### config.mk
export PLATFORM = sky130hd
export DESIGN_NAME = packed_pattern_decoder_top_flat
export DESIGN_NICKNAME = d
export VERILOG_FILES = /design/src/design/ppd_pkg.sv /design/src/design/ppd_if.sv /design/src/design/packed_pattern_decoder_top.sv /design/src/design/ppd_ram.sv /design/src/flat_wrapper.sv
export VERILOG_INCLUDE_DIRS = /design/src /design/src/design
export SDC_FILE = /design/constraint.sdc
export NUM_CORES = 2
export LEC_CHECK = 0
export BUFFER_PORTS_ARGS = -buffer_cell sky130_fd_sc_hd__buf_2
export CAP_MARGIN = 10
export CORE_MARGIN = 2
export CORE_UTILIZATION = 55
export CTS_CLUSTER_DIAMETER = 50
export DETAILED_ROUTE_END_ITERATION = 16
export PLACE_DENSITY = 0.72
export SYNTH_ARGS = -nofsm -noshare
export SYNTH_HDL_FRONTEND = slang
export SYNTH_SLANG_ARGS = --single-unit
### constraint.sdc
create_clock -name clk_i -period 13.81 [get_ports clk_i]
set_clock_uncertainty 0.05 [all_clocks]
set_input_delay 3.4525 -clock clk_i [delete_from_list [all_inputs] [get_ports clk_i]]
set_output_delay 3.4525 -clock clk_i [all_outputs]
set_load 0.1 [all_outputs]
### src/design/packed_pattern_decoder_top_assert.svh
// ----------------------------------------------------------------------------
// Assertion macros for the packed pattern decoder
// Immediate-implication and next-cycle forms on clk_i, off during reset.
// ----------------------------------------------------------------------------
`ifndef PACKED_PATTERN_DECODER_TOP_ASSERT_SVH
`define PACKED_PATTERN_DECODER_TOP_ASSERT_SVH
`ifndef NO_ASSERTIONS
`define PPD_ASSERT_NOW(lbl, ante, cons, msg) \
  lbl: assert property (@(posedge clk_i) disable iff (!rst_ni) (ante) |-> (cons)) \
    else $error(msg);
`define PPD_ASSERT_NXT(lbl, ante, cons, msg) \
  lbl: assert property (@(posedge clk_i) disable iff (!rst_ni) (ante) |=> (cons)) \
    else $error(msg);
`else
`define PPD_ASSERT_NOW(lbl, ante, cons, msg)
`define PPD_ASSERT_NXT(lbl, ante, cons, msg)
`endif
`endif

### src/design/ppd_pkg.sv
// ----------------------------------------------------------------------------
// ppd_pkg
// Types, constants and decode helpers of the packed pattern decoder.
// ----------------------------------------------------------------------------
package ppd_pkg;

  localparam int CHANNELS_DEF = 64;
  localparam int MAX_ROWS_DEF = 256;

  localparam int CFG_IDX_W  = 2;
  localparam int CFG_DATA_W = 9;

  localparam logic [CFG_IDX_W-1:0] REG_IGNORE_ZXX   = 2'd0;
  localparam logic [CFG_IDX_W-1:0] REG_PATTERN_ROWS = 2'd1;

  localparam logic [8:0] PATTERN_ROWS_RST = 9'd64;

  localparam logic [7:0] ZXX_EFFECT = 8'd26;

  localparam logic [7:0] NOTE_BYTE_OFF = 8'd255;
  localparam logic [7:0] NOTE_BYTE_CUT = 8'd254;
  localparam logic [7:0] NOTE_BYTE_MAX = 8'd119;
  localparam logic [6:0] KEY_OFF_CODE  = 7'd120;
  localparam logic [6:0] KEY_CUT_CODE  = 7'd121;
  localparam logic [6:0] KEY_FADE_CODE = 7'd122;

  // volume byte ranges
  localparam logic [7:0] VOL_SET_MAX   = 8'd64;
  localparam logic [7:0] VOL_FX_BASE   = 8'd65;
  localparam logic [7:0] VOL_FX_MAX    = 8'd124;
  localparam logic [7:0] VOL_PAN_BASE  = 8'd128;
  localparam logic [7:0] VOL_PAN_MAX   = 8'd192;
  localparam logic [7:0] VOL_PT_BASE   = 8'd193;
  localparam logic [7:0] VOL_PT_MAX    = 8'd212;

  // volume kinds, stored as kind + 1 (0 means no volume)
  localparam logic [3:0] VK_NONE   = 4'd0;
  localparam logic [3:0] VK_VOLUME = 4'd1;
  localparam logic [3:0] VK_PAN    = 4'd2;
  localparam logic [3:0] VK_FX     = 4'd3;
  localparam logic [3:0] VK_PT     = 4'd9;

  typedef enum logic [2:0] {
    PH_CHAN,
    PH_MASK,
    PH_NOTE,
    PH_INST,
    PH_VOL,
    PH_EFF,
    PH_PARAM
  } phase_e;

  // one channel's remembered cell
  typedef struct packed {
    logic [6:0] note;       // 0 none, else note code + 1
    logic [7:0] instrument;
    logic [3:0] volk;       // 0 none, else volume kind + 1
    logic [6:0] volp;
    logic [7:0] effect;
    logic [7:0] param;
  } entry_t;

  typedef struct packed {
    entry_t ent;
    logic   dropped;
  } pend_t;

  typedef struct packed {
    logic       kind;
    logic       last_row;
    logic [7:0] row;
    logic [5:0] channel;
    logic [3:0] present;
    logic [6:0] note_code;
    logic [7:0] instrument;
    logic [3:0] vol_kind;
    logic [6:0] vol_param;
    logic [7:0] effect;
    logic [7:0] param;
    logic       zxx_dropped;
  } result_t;

  typedef struct packed {
    logic [3:0] kind;
    logic [6:0] parm;
  } vol_t;

  function automatic logic [6:0] decode_note_byte(logic [7:0] b);
    logic [6:0] code;
    if (b == NOTE_BYTE_OFF) begin
      code = KEY_OFF_CODE;
    end else if (b == NOTE_BYTE_CUT) begin
      code = KEY_CUT_CODE;
    end else if (b > NOTE_BYTE_MAX) begin
      code = KEY_FADE_CODE;
    end else begin
      code = b[6:0];
    end
    return code;
  endfunction

  // quotient by ten through thresholds, the values stay below 60
  function automatic vol_t vol_decode(logic [7:0] v);
    logic [7:0] d;
    logic [2:0] q;
    vol_t       r;
    r = '0;
    d = '0;
    q = '0;
    if (v <= VOL_SET_MAX) begin
      r.kind = VK_VOLUME;
      r.parm = v[6:0];
    end else if (v <= VOL_FX_MAX) begin
      d = v - VOL_FX_BASE;
      q = 3'(d >= 8'd10) + 3'(d >= 8'd20) + 3'(d >= 8'd30)
        + 3'(d >= 8'd40) + 3'(d >= 8'd50);
      r.kind = VK_FX + 4'(q);
      r.parm = 7'(d - 8'(q) * 8'd10);
    end else if (v >= VOL_PAN_BASE && v <= VOL_PAN_MAX) begin
      r.kind = VK_PAN;
      r.parm = 7'(v - VOL_PAN_BASE);
    end else if (v >= VOL_PT_BASE && v <= VOL_PT_MAX) begin
      d = v - VOL_PT_BASE;
      q = 3'(d >= 8'd10);
      r.kind = VK_PT + 4'(q);
      r.parm = 7'(d - 8'(q) * 8'd10);
    end
    return r;
  endfunction

endpackage

### src/design/ppd_if.sv
// ----------------------------------------------------------------------------
// ppd_if
// Valid/ready channels of the packed pattern decoder: stream bytes in,
// decoded cells out, configuration writes in.
// ----------------------------------------------------------------------------
interface ppd_byte_if;
  logic       valid;
  logic       ready;
  logic [7:0] stream_byte;

  modport source (output valid, output stream_byte, input ready);
  modport sink   (input valid, input stream_byte, output ready);
endinterface

interface ppd_cell_if;
  logic       valid;
  logic       ready;
  logic       kind;
  logic       last_row;
  logic [7:0] row;
  logic [5:0] channel;
  logic [3:0] present;
  logic [6:0] note_code;
  logic [7:0] instrument;
  logic [3:0] vol_kind;
  logic [6:0] vol_param;
  logic [7:0] effect;
  logic [7:0] param;
  logic       zxx_dropped;

  modport source (output valid, output kind, output last_row, output row,
                  output channel, output present, output note_code,
                  output instrument, output vol_kind, output vol_param,
                  output effect, output param, output zxx_dropped, input ready);
  modport sink   (input valid, input kind, input last_row, input row,
                  input channel, input present, input note_code,
                  input instrument, input vol_kind, input vol_param,
                  input effect, input param, input zxx_dropped, output ready);
endinterface

interface ppd_cfg_if;
  import ppd_pkg::*;
  logic                  valid;
  logic                  ready;
  logic [CFG_IDX_W-1:0]  index;
  logic [CFG_DATA_W-1:0] data;

  modport source (output valid, output index, output data, input ready);
  modport sink   (input valid, input index, input data, output ready);
endinterface

### src/design/packed_pattern_decoder_top.sv
// ----------------------------------------------------------------------------
// packed_pattern_decoder_top
// Decodes a packed tracker pattern stream into cells and row-end marks,
// keeping each channel's last mask and last cell in two RAMs.
// ----------------------------------------------------------------------------
//  port     dir  request                       note
//  stream_i in   one packed pattern byte       valid/ready
//  cell_o   out  one decoded cell or row end   valid/ready, registered
//  cfg_i    in   register write (index, data)  always ready
//
// One byte a cycle sustained. A byte is decoded the cycle after it is taken,
// once the RAM read issued on acceptance returns; its result sits in the
// output register once decode fires. Same-entry write/read overlap is
// forwarded. Reset and the final row end clear the per-entry valid bits at
// once, so no clearing pass. A stalled output holds the decode stage; input
// stalls only when both the decode stage and the output register are full.
// ----------------------------------------------------------------------------
`include "packed_pattern_decoder_top_assert.svh"

module packed_pattern_decoder_top #(
  parameter int CHANNELS = ppd_pkg::CHANNELS_DEF,
  parameter int MAX_ROWS = ppd_pkg::MAX_ROWS_DEF
) (
  input  logic       clk_i,
  input  logic       rst_ni,
  ppd_byte_if.sink   stream_i,
  ppd_cell_if.source cell_o,
  ppd_cfg_if.sink    cfg_i
);

  import ppd_pkg::*;

  localparam int IdxW = (CHANNELS > 1) ? $clog2(CHANNELS) : 1;
  localparam int RowW = (MAX_ROWS > 1) ? $clog2(MAX_ROWS) : 1;
  localparam int EntW = $bits(entry_t);

  typedef logic [IdxW-1:0] mod_tab_t [64];

  function automatic mod_tab_t build_mod_tab();
    mod_tab_t tab;
    for (int i = 0; i < 64; i++) begin
      tab[i] = IdxW'(i % CHANNELS);
    end
    return tab;
  endfunction

  // channel number to RAM entry
  localparam mod_tab_t ModTab = build_mod_tab();

  // configuration
  logic       ignore_zxx_q;
  logic [8:0] pattern_rows_q;

  assign cfg_i.ready = 1'b1;

  always_ff @(posedge clk_i or negedge rst_ni) begin
    if (!rst_ni) begin
      ignore_zxx_q   <= 1'b0;
      pattern_rows_q <= PATTERN_ROWS_RST;
    end else if (cfg_i.valid) begin
      case (cfg_i.index)
        REG_IGNORE_ZXX:   ignore_zxx_q   <= cfg_i.data[0];
        REG_PATTERN_ROWS: pattern_rows_q <= cfg_i.data[8:0];
        default: ;
      endcase
    end
  end

  // decode stage
  logic       s1_vld_q;
  logic [7:0] s1_byte_q;
  logic       s1_fire;
  logic       in_acc;
  logic       out_vld_q;
  result_t    res_q;

  assign s1_fire         = s1_vld_q && (!out_vld_q || cell_o.ready);
  assign stream_i.ready  = !s1_vld_q || s1_fire;
  assign in_acc          = stream_i.valid && stream_i.ready;

  always_ff @(posedge clk_i or negedge rst_ni) begin
    if (!rst_ni) begin
      s1_vld_q <= 1'b0;
    end else if (in_acc) begin
      s1_vld_q <= 1'b1;
    end else if (s1_fire) begin
      s1_vld_q <= 1'b0;
    end
  end

  always_ff @(posedge clk_i) begin
    if (in_acc) begin
      s1_byte_q <= stream_i.stream_byte;
    end
  end

  // RAMs and valid bits
  logic [IdxW-1:0]     raddr;
  logic [IdxW-1:0]     waddr;
  logic                we_m;
  logic                we_c;
  logic [7:0]          m_wdata;
  entry_t              c_wdata;
  logic [7:0]          m_rdata;
  logic [EntW-1:0]     c_rdata;
  logic [CHANNELS-1:0] mask_vld_q;
  logic [CHANNELS-1:0] cell_vld_q;
  logic                clr_now;

  assign raddr = ModTab[stream_i.stream_byte[5:0] - 6'd1];

  ppd_ram #(.Width(8), .Depth(CHANNELS)) u_mask_ram (
    .clk_i   (clk_i),
    .we_i    (we_m),
    .waddr_i (waddr),
    .wdata_i (m_wdata),
    .re_i    (in_acc),
    .raddr_i (raddr),
    .rdata_o (m_rdata)
  );

  ppd_ram #(.Width(EntW), .Depth(CHANNELS)) u_cell_ram (
    .clk_i   (clk_i),
    .we_i    (we_c),
    .waddr_i (waddr),
    .wdata_i (c_wdata),
    .re_i    (in_acc),
    .raddr_i (raddr),
    .rdata_o (c_rdata)
  );

  always_ff @(posedge clk_i or negedge rst_ni) begin
    if (!rst_ni) begin
      mask_vld_q <= '0;
      cell_vld_q <= '0;
    end else if (clr_now) begin
      mask_vld_q <= '0;
      cell_vld_q <= '0;
    end else begin
      if (we_m) mask_vld_q[waddr] <= 1'b1;
      if (we_c) cell_vld_q[waddr] <= 1'b1;
    end
  end

  // read-side snapshot of writes and clears landing in the read cycle
  logic       m_vld_q, m_fwd_q, c_vld_q, c_fwd_q, clr_q;
  logic [7:0] m_fwd_data_q;
  entry_t     c_fwd_data_q;

  always_ff @(posedge clk_i or negedge rst_ni) begin
    if (!rst_ni) begin
      m_vld_q <= 1'b0;
      m_fwd_q <= 1'b0;
      c_vld_q <= 1'b0;
      c_fwd_q <= 1'b0;
      clr_q   <= 1'b0;
    end else if (in_acc) begin
      m_vld_q <= mask_vld_q[raddr];
      m_fwd_q <= we_m && (waddr == raddr);
      c_vld_q <= cell_vld_q[raddr];
      c_fwd_q <= we_c && (waddr == raddr);
      clr_q   <= clr_now;
    end
  end

  always_ff @(posedge clk_i) begin
    if (in_acc) begin
      m_fwd_data_q <= m_wdata;
      c_fwd_data_q <= c_wdata;
    end
  end

  logic [7:0] rd_mask;
  entry_t     rd_ent;

  always_comb begin
    if (clr_q) begin
      rd_mask = '0;
      rd_ent  = '0;
    end else begin
      rd_mask = m_fwd_q ? m_fwd_data_q : (m_vld_q ? m_rdata : 8'd0);
      rd_ent  = c_fwd_q ? c_fwd_data_q : (c_vld_q ? entry_t'(c_rdata) : entry_t'('0));
    end
  end

  // decode state
  phase_e          phase_q, phase_d;
  logic [5:0]      chan_q, chan_d;
  logic [7:0]      mask_q, mask_d;
  logic [RowW-1:0] row_q, row_d;
  pend_t           pend_q, pend_d;
  entry_t          ent_q, ent_d;

  logic       res_vld;
  result_t    res;
  logic       row_end;
  logic       last;
  logic       clr;
  logic       adv_en;
  phase_e     adv_from;
  logic       fin;
  logic [8:0] rows_eff;
  vol_t       vd;
  logic [7:0] m;

  assign rows_eff = (pattern_rows_q > 9'(MAX_ROWS)) ? 9'(MAX_ROWS) : pattern_rows_q;
  assign last     = (10'(row_q) + 10'd1) >= {1'b0, rows_eff};
  assign waddr    = ModTab[chan_q];
  assign vd       = vol_decode(s1_byte_q);

  always_comb begin
    phase_d  = phase_q;
    chan_d   = chan_q;
    mask_d   = mask_q;
    row_d    = row_q;
    pend_d   = pend_q;
    ent_d    = ent_q;
    res      = '0;
    res_vld  = 1'b0;
    row_end  = 1'b0;
    clr      = 1'b0;
    adv_en   = 1'b0;
    adv_from = PH_NOTE;
    fin      = 1'b0;
    m_wdata  = s1_byte_q;
    we_m     = 1'b0;
    we_c     = 1'b0;

    case (phase_q)
      PH_CHAN: begin
        if (s1_byte_q == 8'd0) begin
          row_end      = 1'b1;
          res_vld      = 1'b1;
          res.kind     = 1'b1;
          res.last_row = last;
          res.row      = 8'(row_q);
          if (last) begin
            row_d = '0;
            clr   = 1'b1;
          end else begin
            row_d = row_q + RowW'(1);
          end
        end else begin
          chan_d = s1_byte_q[5:0] - 6'd1;
          pend_d = '0;
          ent_d  = rd_ent;
          if (s1_byte_q[7]) begin
            phase_d = PH_MASK;
          end else begin
            mask_d   = rd_mask;
            adv_en   = 1'b1;
            adv_from = PH_NOTE;
          end
        end
      end
      PH_MASK: begin
        mask_d   = s1_byte_q;
        we_m     = 1'b1;
        adv_en   = 1'b1;
        adv_from = PH_NOTE;
      end
      PH_NOTE: begin
        pend_d.ent.note = decode_note_byte(s1_byte_q) + 7'd1;
        ent_d.note      = pend_d.ent.note;
        we_c            = 1'b1;
        adv_en          = 1'b1;
        adv_from        = PH_INST;
      end
      PH_INST: begin
        pend_d.ent.instrument = s1_byte_q;
        ent_d.instrument      = s1_byte_q;
        we_c                  = 1'b1;
        adv_en                = 1'b1;
        adv_from              = PH_VOL;
      end
      PH_VOL: begin
        pend_d.ent.volk = vd.kind;
        pend_d.ent.volp = vd.parm;
        ent_d.volk      = vd.kind;
        ent_d.volp      = vd.parm;
        we_c            = 1'b1;
        adv_en          = 1'b1;
        adv_from        = PH_EFF;
      end
      PH_EFF: begin
        pend_d.ent.effect = s1_byte_q;
        phase_d           = PH_PARAM;
      end
      PH_PARAM: begin
        pend_d.ent.param = s1_byte_q;
        if (ignore_zxx_q && pend_q.ent.effect == ZXX_EFFECT) begin
          pend_d.ent.effect = '0;
          pend_d.dropped    = 1'b1;
        end
        ent_d.effect = pend_d.ent.effect;
        ent_d.param  = pend_d.ent.param;
        we_c         = 1'b1;
        fin          = 1'b1;
      end
      default: begin
        phase_d = PH_CHAN;
      end
    endcase

    m = mask_d;

    // next byte the mask asks for, else the cell is complete
    if (adv_en) begin
      if (adv_from <= PH_NOTE && m[0]) begin
        phase_d = PH_NOTE;
      end else if (adv_from <= PH_INST && m[1]) begin
        phase_d = PH_INST;
      end else if (adv_from <= PH_VOL && m[2]) begin
        phase_d = PH_VOL;
      end else if (adv_from <= PH_EFF && m[3]) begin
        phase_d = PH_EFF;
      end else begin
        fin = 1'b1;
      end
    end

    if (fin) begin
      // copied fields are untouched in this cell, so the entry still holds them
      if (!m[0] && m[4]) pend_d.ent.note = ent_d.note;
      if (!m[1] && m[5]) pend_d.ent.instrument = ent_d.instrument;
      if (!m[2] && m[6]) begin
        pend_d.ent.volk = ent_d.volk;
        pend_d.ent.volp = ent_d.volp;
      end
      if (!m[3] && m[7]) begin
        pend_d.ent.effect = ent_d.effect;
        pend_d.ent.param  = ent_d.param;
      end
      res_vld         = 1'b1;
      res.row         = 8'(row_q);
      res.channel     = chan_d;
      res.present     = {(m & 8'h88) != 8'd0, pend_d.ent.volk != VK_NONE,
                         (m & 8'h22) != 8'd0, pend_d.ent.note != 7'd0};
      res.note_code   = (pend_d.ent.note != 7'd0) ? pend_d.ent.note - 7'd1 : 7'd0;
      res.instrument  = pend_d.ent.instrument;
      res.vol_kind    = (pend_d.ent.volk != VK_NONE) ? pend_d.ent.volk - 4'd1 : 4'd0;
      res.vol_param   = (pend_d.ent.volk != VK_NONE) ? pend_d.ent.volp : 7'd0;
      res.effect      = pend_d.ent.effect;
      res.param       = pend_d.ent.param;
      res.zxx_dropped = pend_d.dropped;
      phase_d         = PH_CHAN;
    end

    c_wdata = ent_d;
    we_m    = we_m && s1_fire;
    we_c    = we_c && s1_fire;
  end

  assign clr_now = s1_fire && clr;

  always_ff @(posedge clk_i or negedge rst_ni) begin
    if (!rst_ni) begin
      phase_q <= PH_CHAN;
      chan_q  <= '0;
      mask_q  <= '0;
      row_q   <= '0;
      pend_q  <= '0;
      ent_q   <= '0;
    end else if (s1_fire) begin
      phase_q <= phase_d;
      chan_q  <= chan_d;
      mask_q  <= mask_d;
      row_q   <= row_d;
      pend_q  <= pend_d;
      ent_q   <= ent_d;
    end
  end

  // output register
  always_ff @(posedge clk_i or negedge rst_ni) begin
    if (!rst_ni) begin
      out_vld_q <= 1'b0;
    end else if (s1_fire && res_vld) begin
      out_vld_q <= 1'b1;
    end else if (cell_o.ready) begin
      out_vld_q <= 1'b0;
    end
  end

  always_ff @(posedge clk_i) begin
    if (s1_fire && res_vld) begin
      res_q <= res;
    end
  end

  assign cell_o.valid       = out_vld_q;
  assign cell_o.kind        = res_q.kind;
  assign cell_o.last_row    = res_q.last_row;
  assign cell_o.row         = res_q.row;
  assign cell_o.channel     = res_q.channel;
  assign cell_o.present     = res_q.present;
  assign cell_o.note_code   = res_q.note_code;
  assign cell_o.instrument  = res_q.instrument;
  assign cell_o.vol_kind    = res_q.vol_kind;
  assign cell_o.vol_param   = res_q.vol_param;
  assign cell_o.effect      = res_q.effect;
  assign cell_o.param       = res_q.param;
  assign cell_o.zxx_dropped = res_q.zxx_dropped;

  // checks
  `PPD_ASSERT_NXT(a_final_row_clears, clr_now, (mask_vld_q == '0) && (cell_vld_q == '0), "valid bits survived the final row end")
  `PPD_ASSERT_NOW(a_no_write_on_row_end, we_m || we_c, !row_end, "RAM write during a row end")
  `PPD_ASSERT_NOW(a_stall_blocks_input, s1_vld_q && out_vld_q && !cell_o.ready, !stream_i.ready, "byte taken while decode stage is blocked")
  `PPD_ASSERT_NXT(a_result_loaded, s1_fire && res_vld, out_vld_q, "decoded result not presented")

endmodule

### src/design/ppd_ram.sv
// ----------------------------------------------------------------------------
// ppd_ram
// Simple dual-port RAM: one write port, one read port with registered data.
// ----------------------------------------------------------------------------
module ppd_ram #(
  parameter int Width = 8,
  parameter int Depth = 64
) (
  input  logic                                   clk_i,
  input  logic                                   we_i,
  input  logic [((Depth > 1) ? $clog2(Depth) : 1)-1:0] waddr_i,
  input  logic [Width-1:0]                       wdata_i,
  input  logic                                   re_i,
  input  logic [((Depth > 1) ? $clog2(Depth) : 1)-1:0] raddr_i,
  output logic [Width-1:0]                       rdata_o
);

  logic [Width-1:0] mem_q [Depth];

  always_ff @(posedge clk_i) begin
    if (we_i) begin
      mem_q[waddr_i] <= wdata_i;
    end
    if (re_i) begin
      rdata_o <= mem_q[raddr_i];
    end
  end

endmodule
### src/flat_wrapper.sv
// flat-port wrapper written by rule: the top's interface ports become plain ports
module packed_pattern_decoder_top_flat import ppd_pkg::*;
#(
  parameter int CHANNELS = ppd_pkg::CHANNELS_DEF,
  parameter int MAX_ROWS = ppd_pkg::MAX_ROWS_DEF
)
  (clk_i, rst_ni, stream_i_valid, stream_i_stream_byte, stream_i_ready, cell_o_valid, cell_o_kind, cell_o_last_row, cell_o_row, cell_o_channel, cell_o_present, cell_o_note_code, cell_o_instrument, cell_o_vol_kind, cell_o_vol_param, cell_o_effect, cell_o_param, cell_o_zxx_dropped, cell_o_ready, cfg_i_valid, cfg_i_index, cfg_i_data, cfg_i_ready);
  ppd_byte_if stream_i_i ();
  ppd_cell_if cell_o_i ();
  ppd_cfg_if cfg_i_i ();
  input  logic clk_i;
  input  logic rst_ni;
  input wire logic [$bits(stream_i_i.valid)-1:0] stream_i_valid;
  input wire logic [$bits(stream_i_i.stream_byte)-1:0] stream_i_stream_byte;
  output wire logic [$bits(stream_i_i.ready)-1:0] stream_i_ready;
  output wire logic [$bits(cell_o_i.valid)-1:0] cell_o_valid;
  output wire logic [$bits(cell_o_i.kind)-1:0] cell_o_kind;
  output wire logic [$bits(cell_o_i.last_row)-1:0] cell_o_last_row;
  output wire logic [$bits(cell_o_i.row)-1:0] cell_o_row;
  output wire logic [$bits(cell_o_i.channel)-1:0] cell_o_channel;
  output wire logic [$bits(cell_o_i.present)-1:0] cell_o_present;
  output wire logic [$bits(cell_o_i.note_code)-1:0] cell_o_note_code;
  output wire logic [$bits(cell_o_i.instrument)-1:0] cell_o_instrument;
  output wire logic [$bits(cell_o_i.vol_kind)-1:0] cell_o_vol_kind;
  output wire logic [$bits(cell_o_i.vol_param)-1:0] cell_o_vol_param;
  output wire logic [$bits(cell_o_i.effect)-1:0] cell_o_effect;
  output wire logic [$bits(cell_o_i.param)-1:0] cell_o_param;
  output wire logic [$bits(cell_o_i.zxx_dropped)-1:0] cell_o_zxx_dropped;
  input wire logic [$bits(cell_o_i.ready)-1:0] cell_o_ready;
  input wire logic [$bits(cfg_i_i.valid)-1:0] cfg_i_valid;
  input wire logic [$bits(cfg_i_i.index)-1:0] cfg_i_index;
  input wire logic [$bits(cfg_i_i.data)-1:0] cfg_i_data;
  output wire logic [$bits(cfg_i_i.ready)-1:0] cfg_i_ready;
  assign stream_i_i.valid = stream_i_valid;
  assign stream_i_i.stream_byte = stream_i_stream_byte;
  assign stream_i_ready = stream_i_i.ready;
  assign cell_o_valid = cell_o_i.valid;
  assign cell_o_kind = cell_o_i.kind;
  assign cell_o_last_row = cell_o_i.last_row;
  assign cell_o_row = cell_o_i.row;
  assign cell_o_channel = cell_o_i.channel;
  assign cell_o_present = cell_o_i.present;
  assign cell_o_note_code = cell_o_i.note_code;
  assign cell_o_instrument = cell_o_i.instrument;
  assign cell_o_vol_kind = cell_o_i.vol_kind;
  assign cell_o_vol_param = cell_o_i.vol_param;
  assign cell_o_effect = cell_o_i.effect;
  assign cell_o_param = cell_o_i.param;
  assign cell_o_zxx_dropped = cell_o_i.zxx_dropped;
  assign cell_o_i.ready = cell_o_ready;
  assign cfg_i_i.valid = cfg_i_valid;
  assign cfg_i_i.index = cfg_i_index;
  assign cfg_i_i.data = cfg_i_data;
  assign cfg_i_ready = cfg_i_i.ready;
  packed_pattern_decoder_top #(.CHANNELS(CHANNELS), .MAX_ROWS(MAX_ROWS)) u_core (.clk_i(clk_i), .rst_ni(rst_ni), .stream_i(stream_i_i), .cell_o(cell_o_i), .cfg_i(cfg_i_i));
endmodule
# Yosys cells after proc, flatten, opt, wreduce, memory -nomap -nowiden
# Memory sizes are Yosys's and may differ from the RTL's. A register that Yosys moved wholly into a read port is not among the register bits.
# Index checks and enable logic that the tools add are counted.
# word_totals
ff_bits	376
ram_bits	3200
romBits	768
elab_cells	255
memories	4
# classes
add_sub_neg	18
n_mul	2
magnitude_cmp	24
n_eq_ne	11
muxes	96
bitwise	4
n_reduce_logical	48
# memory_table
memory	depth	word_bits	read_ports	rd_ports_with_merged_regs	write_ports	line	rtl
u_core.u_cell_ram.mem_q	64	42	1	1	1	ppd_ram.sv:18	logic [Width-1:0] mem_q [Depth];
u_core.u_mask_ram.mem_q	64	8	1	1	1	ppd_ram.sv:18	
(no name shown)	64	6	1	0	0	packed_pattern_decoder_top.sv:110	assign raddr = ModTab[stream_i.stream_byte[5:0] - 6'd1];
(no name shown)	64	6	1	0	0	packed_pattern_decoder_top.sv:208	assign waddr = ModTab[chan_q];
# ops
operator	n
2-to-1 mux 64 bit	4
2-to-1 mux 42 bit	5
OR 64 bit	2
2-to-1 mux 8 bit	9
2-to-1 mux 11 bit	6
2-to-1 mux 61 bit	1
2-to-1 mux 7 bit	8
case mux 8 bit (2 select lines)	3
case mux 11 bit (2 select lines)	2
2-to-1 mux 43 bit	1
2-to-1 mux 6 bit	6
case mux 16 bit (2 select lines)	1
2-to-1 mux 1 bit	28
case mux 7 bit (2 select lines)	2
2-to-1 mux 3 bit	8
case mux 8 bit (3 select lines)	1
logical AND 1 bit	20
case mux 3 bit (3 select lines)	2
case mux 9 bit (2 select lines)	1
equality test 8 bit, second input constant	2
greater-or-equal comparator 8 x 4 -> 1 bit, second input constant	2
greater-or-equal comparator 8 x 5 -> 1 bit, second input constant	2
greater-or-equal comparator 8 x 6 -> 1 bit, second input constant	2
greater-or-equal comparator 8 bit, second input constant	2
other kinds (53)	83

# Longest topological paths before layout
# depth
ltp_word	16
depth_mapped	27

# Modules after synthesis
# Synthesis repeated with hierarchy kept, for this count alone.
# hier_totals
cells_unflattened	7224
area_unflattened_um2	143682.8
# modules_own_cells
mod	n_inst	cells_per_inst	area_each_um2	seq_area_each_um2
ppd_ram (u_core.u_cell_ram)	1	4352	103768.3	81978.6
ppd_ram (u_core.u_mask_ram)	1	940	20246.9	15615.0
packed_pattern_decoder_top	1	1932	19667.6	10015.9

# Worst setup path after synthesis
# No wires, ideal clock.
# synth_timing
path_kind	reg2reg
from	reg u_core.s1_byte_q[1] (netlist: u_core.m_wdata[1])
to	reg u_core.c_fwd_data_q[16] (netlist bit), data pin
setup_ns	1.052
t_arrival_ns	6.918
t_required_ns	12.708
slack_ns	5.790
stages_incl_launch_ff	10
n_path_buf	2
cell_sequence	edfxtp_1 clkbuf_1 inv_1 ha_1 clkbuf_1 nand2_1 o211a_1 and2_1 nor2_1 o311ai_0
# synth_lines
item	line	rtl
start: declaration	packed_pattern_decoder_top.sv:71	logic [7:0] s1_byte_q;
start signal: assignment	packed_pattern_decoder_top.sv:93	s1_byte_q <= stream_i.stream_byte;
end signal: assignment	packed_pattern_decoder_top.sv:169	c_fwd_data_q <= c_wdata;
end: declaration	packed_pattern_decoder_top.sv:148	entry_t c_fwd_data_q;

==> results.sh <==
export IMPL_status="complete, no violations"
export IMPL_crit_type="reg2reg"
export IMPL_stdcell_count=10420
export IMPL_slew_viol_final=0
export IMPL_netlist_area_mm2=0.1418
export IMPL_cp_max_fo=66
export IMPL_worstHoldStart="u_core.ent_q[25]"
export IMPL_cpPeakStageDelay_ns=1.13
export IMPL_swShare_pct=28.97
export IMPL_endpoint_kind="flip-flop"
export IMPL_crit_slowest_cell="edfxtp_1"
export IMPL_antenna_found_initial=19
export IMPL_synth_top_cell_area_share_pct=71.39
export IMPL_hold_viol=0
export IMPL_r2r_setup_slack_ns=6.07
export IMPL_numCtsBuffers=391
export IMPL_holdPathEnd="u_core.ent_q[25]"
export IMPL_reg2reg_from="u_core.m_wdata[2]"
export IMPL_powerDensity_mw_per_mm2=190.2
export IMPL_worst_pin_slew_ns=1.445
export IMPL_internal_power_uw=21600
export IMPL_rsz0062_at_grt="false"
export IMPL_yosysMostFrequentCell="edfxtp_1"
export IMPL_period_share_pct=56.03
export IMPL_start_util_pct=55.24
export IMPL_fin_crit_ns=7.738
export IMPL_dr_pass1_iters=6
export IMPL_p_switching_uw=8811
export IMPL_ys_ff_latch=3626
export IMPL_grt_pass1_vias=70900
export IMPL_overflow=0
export IMPL_vias=73050
export IMPL_yosysWarningCount=0
export IMPL_cp_top_family="adder cells"
export IMPL_synth_distinct_cells=93
export IMPL_drt_iter0_markers=12870
export IMPL_finalPower_uw=30410
export IMPL_clk_latency_ns=0.98
export IMPL_track_usage_pct=29.90
export IMPL_setup_viol=0
export IMPL_grt_pass1_wl_mm=546.3
export IMPL_ys_seq_area_share_pct=75.89
export IMPL_ctsResizeCount=0
export IMPL_p_leak_uw=0.05193
export IMPL_synth_edff_count=3371
export IMPL_htreeDepth=5
export IMPL_dp_hpwl_mm=198.7
export IMPL_fillCellCount=16580
export IMPL_r2r_end="u_core.u_cell_ram.mem_q[14][22]"
export IMPL_fmax_mhz=129.2
export IMPL_cts_sinks=3626
export IMPL_die_x_um=511.7
export IMPL_relSlewSlack_pct=3.685
export IMPL_clk_path_buf_depth=4
export IMPL_cts_root_buf="clkbuf_16"
export IMPL_place_congestion=0.8650
export IMPL_synthArstFlopShare_pct=7.033
export IMPL_wl_mm=392.1
export IMPL_coreArea_mm2=0.2567
export IMPL_clockPowerShare_pct=33.6
export IMPL_dpl_cell_count=9703
export IMPL_dpl_cell_area_mm2=0.1472
export IMPL_netlist_instances=6421
export IMPL_ff2ff_path_depth=25
export IMPL_syn_to_final_growth_pct=12.75
export IMPL_routed_via_density=7.012
export IMPL_crit_required_ns=14.31
export IMPL_layout_nets=6780
export IMPL_drcViolationCount=0
export IMPL_p_comb_share_pct=18.5
export IMPL_crit_path_start_kind="flip-flop"
export IMPL_min_path_type="reg2reg"
export IMPL_drt_antenna_violating_nets=0
export IMPL_crit_arrival_ns=8.24
export IMPL_clk_pin_slew_worst_paths_ns=0.06
export IMPL_synth_fp_nets=6482
export IMPL_worstHoldPathCells=2
export IMPL_num_rows=186
export IMPL_layout_drive_gt1_share_pct=29.74
export IMPL_avgRoutedWirePerCell_um=37.63
export IMPL_yosys_area_top_type="edfxtp_1"
export IMPL_dieArea_mm2=0.2619
export IMPL_power_frac_seq_pct=47.9
export IMPL_cts_hold_buffers_added=0
export IMPL_synth_ff_type="edfxtp_1"
export IMPL_stdcell_area_mm2=0.1599
export IMPL_ir_drop_mv=0.2577
export IMPL_worst_path_buf_inv=6
export IMPL_synth_area_per_cell_um2=22.08
export IMPL_die_h_um=511.7
export IMPL_drv_cap=0
export IMPL_fin_util_pct=62.28
export IMPL_grt_start_max_net_pins=147
export IMPL_synthTopCellsByArea="edfxtp_1 71%, mux4_2 17%, dfrtp_1 4.5%"
export IMPL_ys_top_cells_by_count="3,371 x edfxtp_1, 1,092 x mux4_2, 283 x nor2_1"
export IMPL_io_buffer_count=88
export IMPL_post_cts_buffers=0
export IMPL_cts_tree="built"
export IMPL_io_pins=90
export IMPL_setup_tns_ns=0
==> power groups by stage <==
stage | Clock (uW) | Combinational (uW) | Sequential (uW)
2_1_floorplan | 0 | 2960 | 15300
6_report | 10200 | 5630 | 14600
5_1_grt | 10700 | 5900 | 14600
3_5_place_dp | 0 | 5390 | 14800
3_3_place_gp | 0 | 5210 | 14700
4_1_cts | 10300 | 5410 | 14600
==> state kept, by name (all words and copies together) (netlist names), 9 cells and up <==
| signal | cells |
|---|---|
| u_core.c_fwd_data_q | 42 |
| u_core.cell_vld_q | 64 |
| u_core.ent_q | 42 |
| u_core.mask_vld_q | 64 |
| u_core.pattern_rows_q | 9 |
| u_core.pend_q | 43 |
| u_core.u_cell_ram.mem_q | 2688 |
| u_core.u_cell_ram.rdata_o | 42 |
| u_core.u_mask_ram.mem_q | 512 |
==> metal layers <==
metal  wire length [um]  track usage [%]  vias to the layer above
met5                107                0                        -
met3              55340            8.841                      816
li1                   -                -                    27720
met4              13390            10.20                       14
met2             183100            45.22                     5815
met1             140200            42.16                    38680
==> worst reg2reg max path, cell delays in order, from the launching register on <==
cell,delay (ns)
edfxtp_1,1.13
buf_4,0.40
nor2_1,0.11
nand2_1,0.14
xor2_1,0.57
inv_1,0.23
a21oi_1,0.17
nand2_1,0.07
ha_1,0.31
fa_1,0.55
ha_1,0.15
inv_1,0.05
fa_1,0.61
inv_1,0.11
ha_1,0.28
inv_1,0.04
ha_1,0.32
o21a_1,0.12
o31a_1,0.11
o21ai_0,0.21
nand2b_1,0.10
xnor2_1,0.19
nor3_1,0.06
o21ai_0,0.68
nand2_2,0.11
buf_4,0.33
==> placed cells by master, fill, tap and decap left out, drive strengths merged, types with 18 or more instances in the layout <==
cell      netlist  layout
mux2           18      18
a22o           31      31
a22oi          50      50
a21oi          73      73
ha             34      34
clkinvlp        0      26
a211oi         28      28
nand3          28      28
clkbuf        270     466
bufinv          0      34
clkinv          1     142
and2           24      24
nor3           34      34
inv            47      76
a221o          33      33
o21ai          65      65
a31oi          24      24
mux4         1092    1092
nor2          283     283
edfxtp       3371    3371
o21a          134     134
dfrtp         254     254
nand2         192     192
buf           100     275
==> final cells by class <==
| class | count | area (um^2) | area share (%) |
|---|---|---|---|
| tap | 3384 | 4234 | 2.648 |
| sequential | 3626 | 107600 | 67.31 |
| clock inverter | 230 | 2218 | 1.388 |
| antenna | 12 | 30.03 | 0.01878 |
| inverter | 48 | 185.2 | 0.1158 |
| multi-input combinational | 2377 | 33220 | 20.78 |
| timing repair buffer | 275 | 2097 | 1.312 |
| clock buffer | 466 | 10280 | 6.431 |
==> through the flow <==
stage	setup WS, ns	hold WS [ns]
6_report	6.072	0.4290
3_3_place_gp	5.226	0.4099
5_1_grt	5.766	0.4503
2_1_floorplan	5.790	0.3935
4_1_cts	6.164	0.4297
3_5_place_dp	5.232	0.4157
==> how the worst max path moves through the flow <==
stage	start	to	cells after the start
after floorplan	u_core.m_wdata[1]	u_core.c_fwd_data_q[16]	9
after global placement	stream_i_stream_byte[0]	u_core.u_cell_ram.rdata_o[15]	8
after global routing	u_core.m_wdata[2]	u_core.u_cell_ram.mem_q[38][22]	25
final	u_core.m_wdata[2]	u_core.u_cell_ram.mem_q[14][22]	25
after detailed placement	stream_i_stream_byte[0]	u_core.u_cell_ram.rdata_o[15]	8
after CTS	u_core.m_wdata[2]	u_core.u_cell_ram.mem_q[2][20]	22
==> cell families after synthesis <==
group | after synthesis | share of synthesized area [%]
and+or+nand+nor | 644 | 2.010
xor gates and xnor gates | 33 | 0.2038
DFF | 3626 | 75.89
other | 1 | 0.002645
buffers and inverters | 418 | 1.156
AOI/OAI and AO/OA | 545 | 2.853
adders and majority gates | 37 | 0.3424
muxes | 1117 | 17.54
Power figures use the tool's default switching activity.
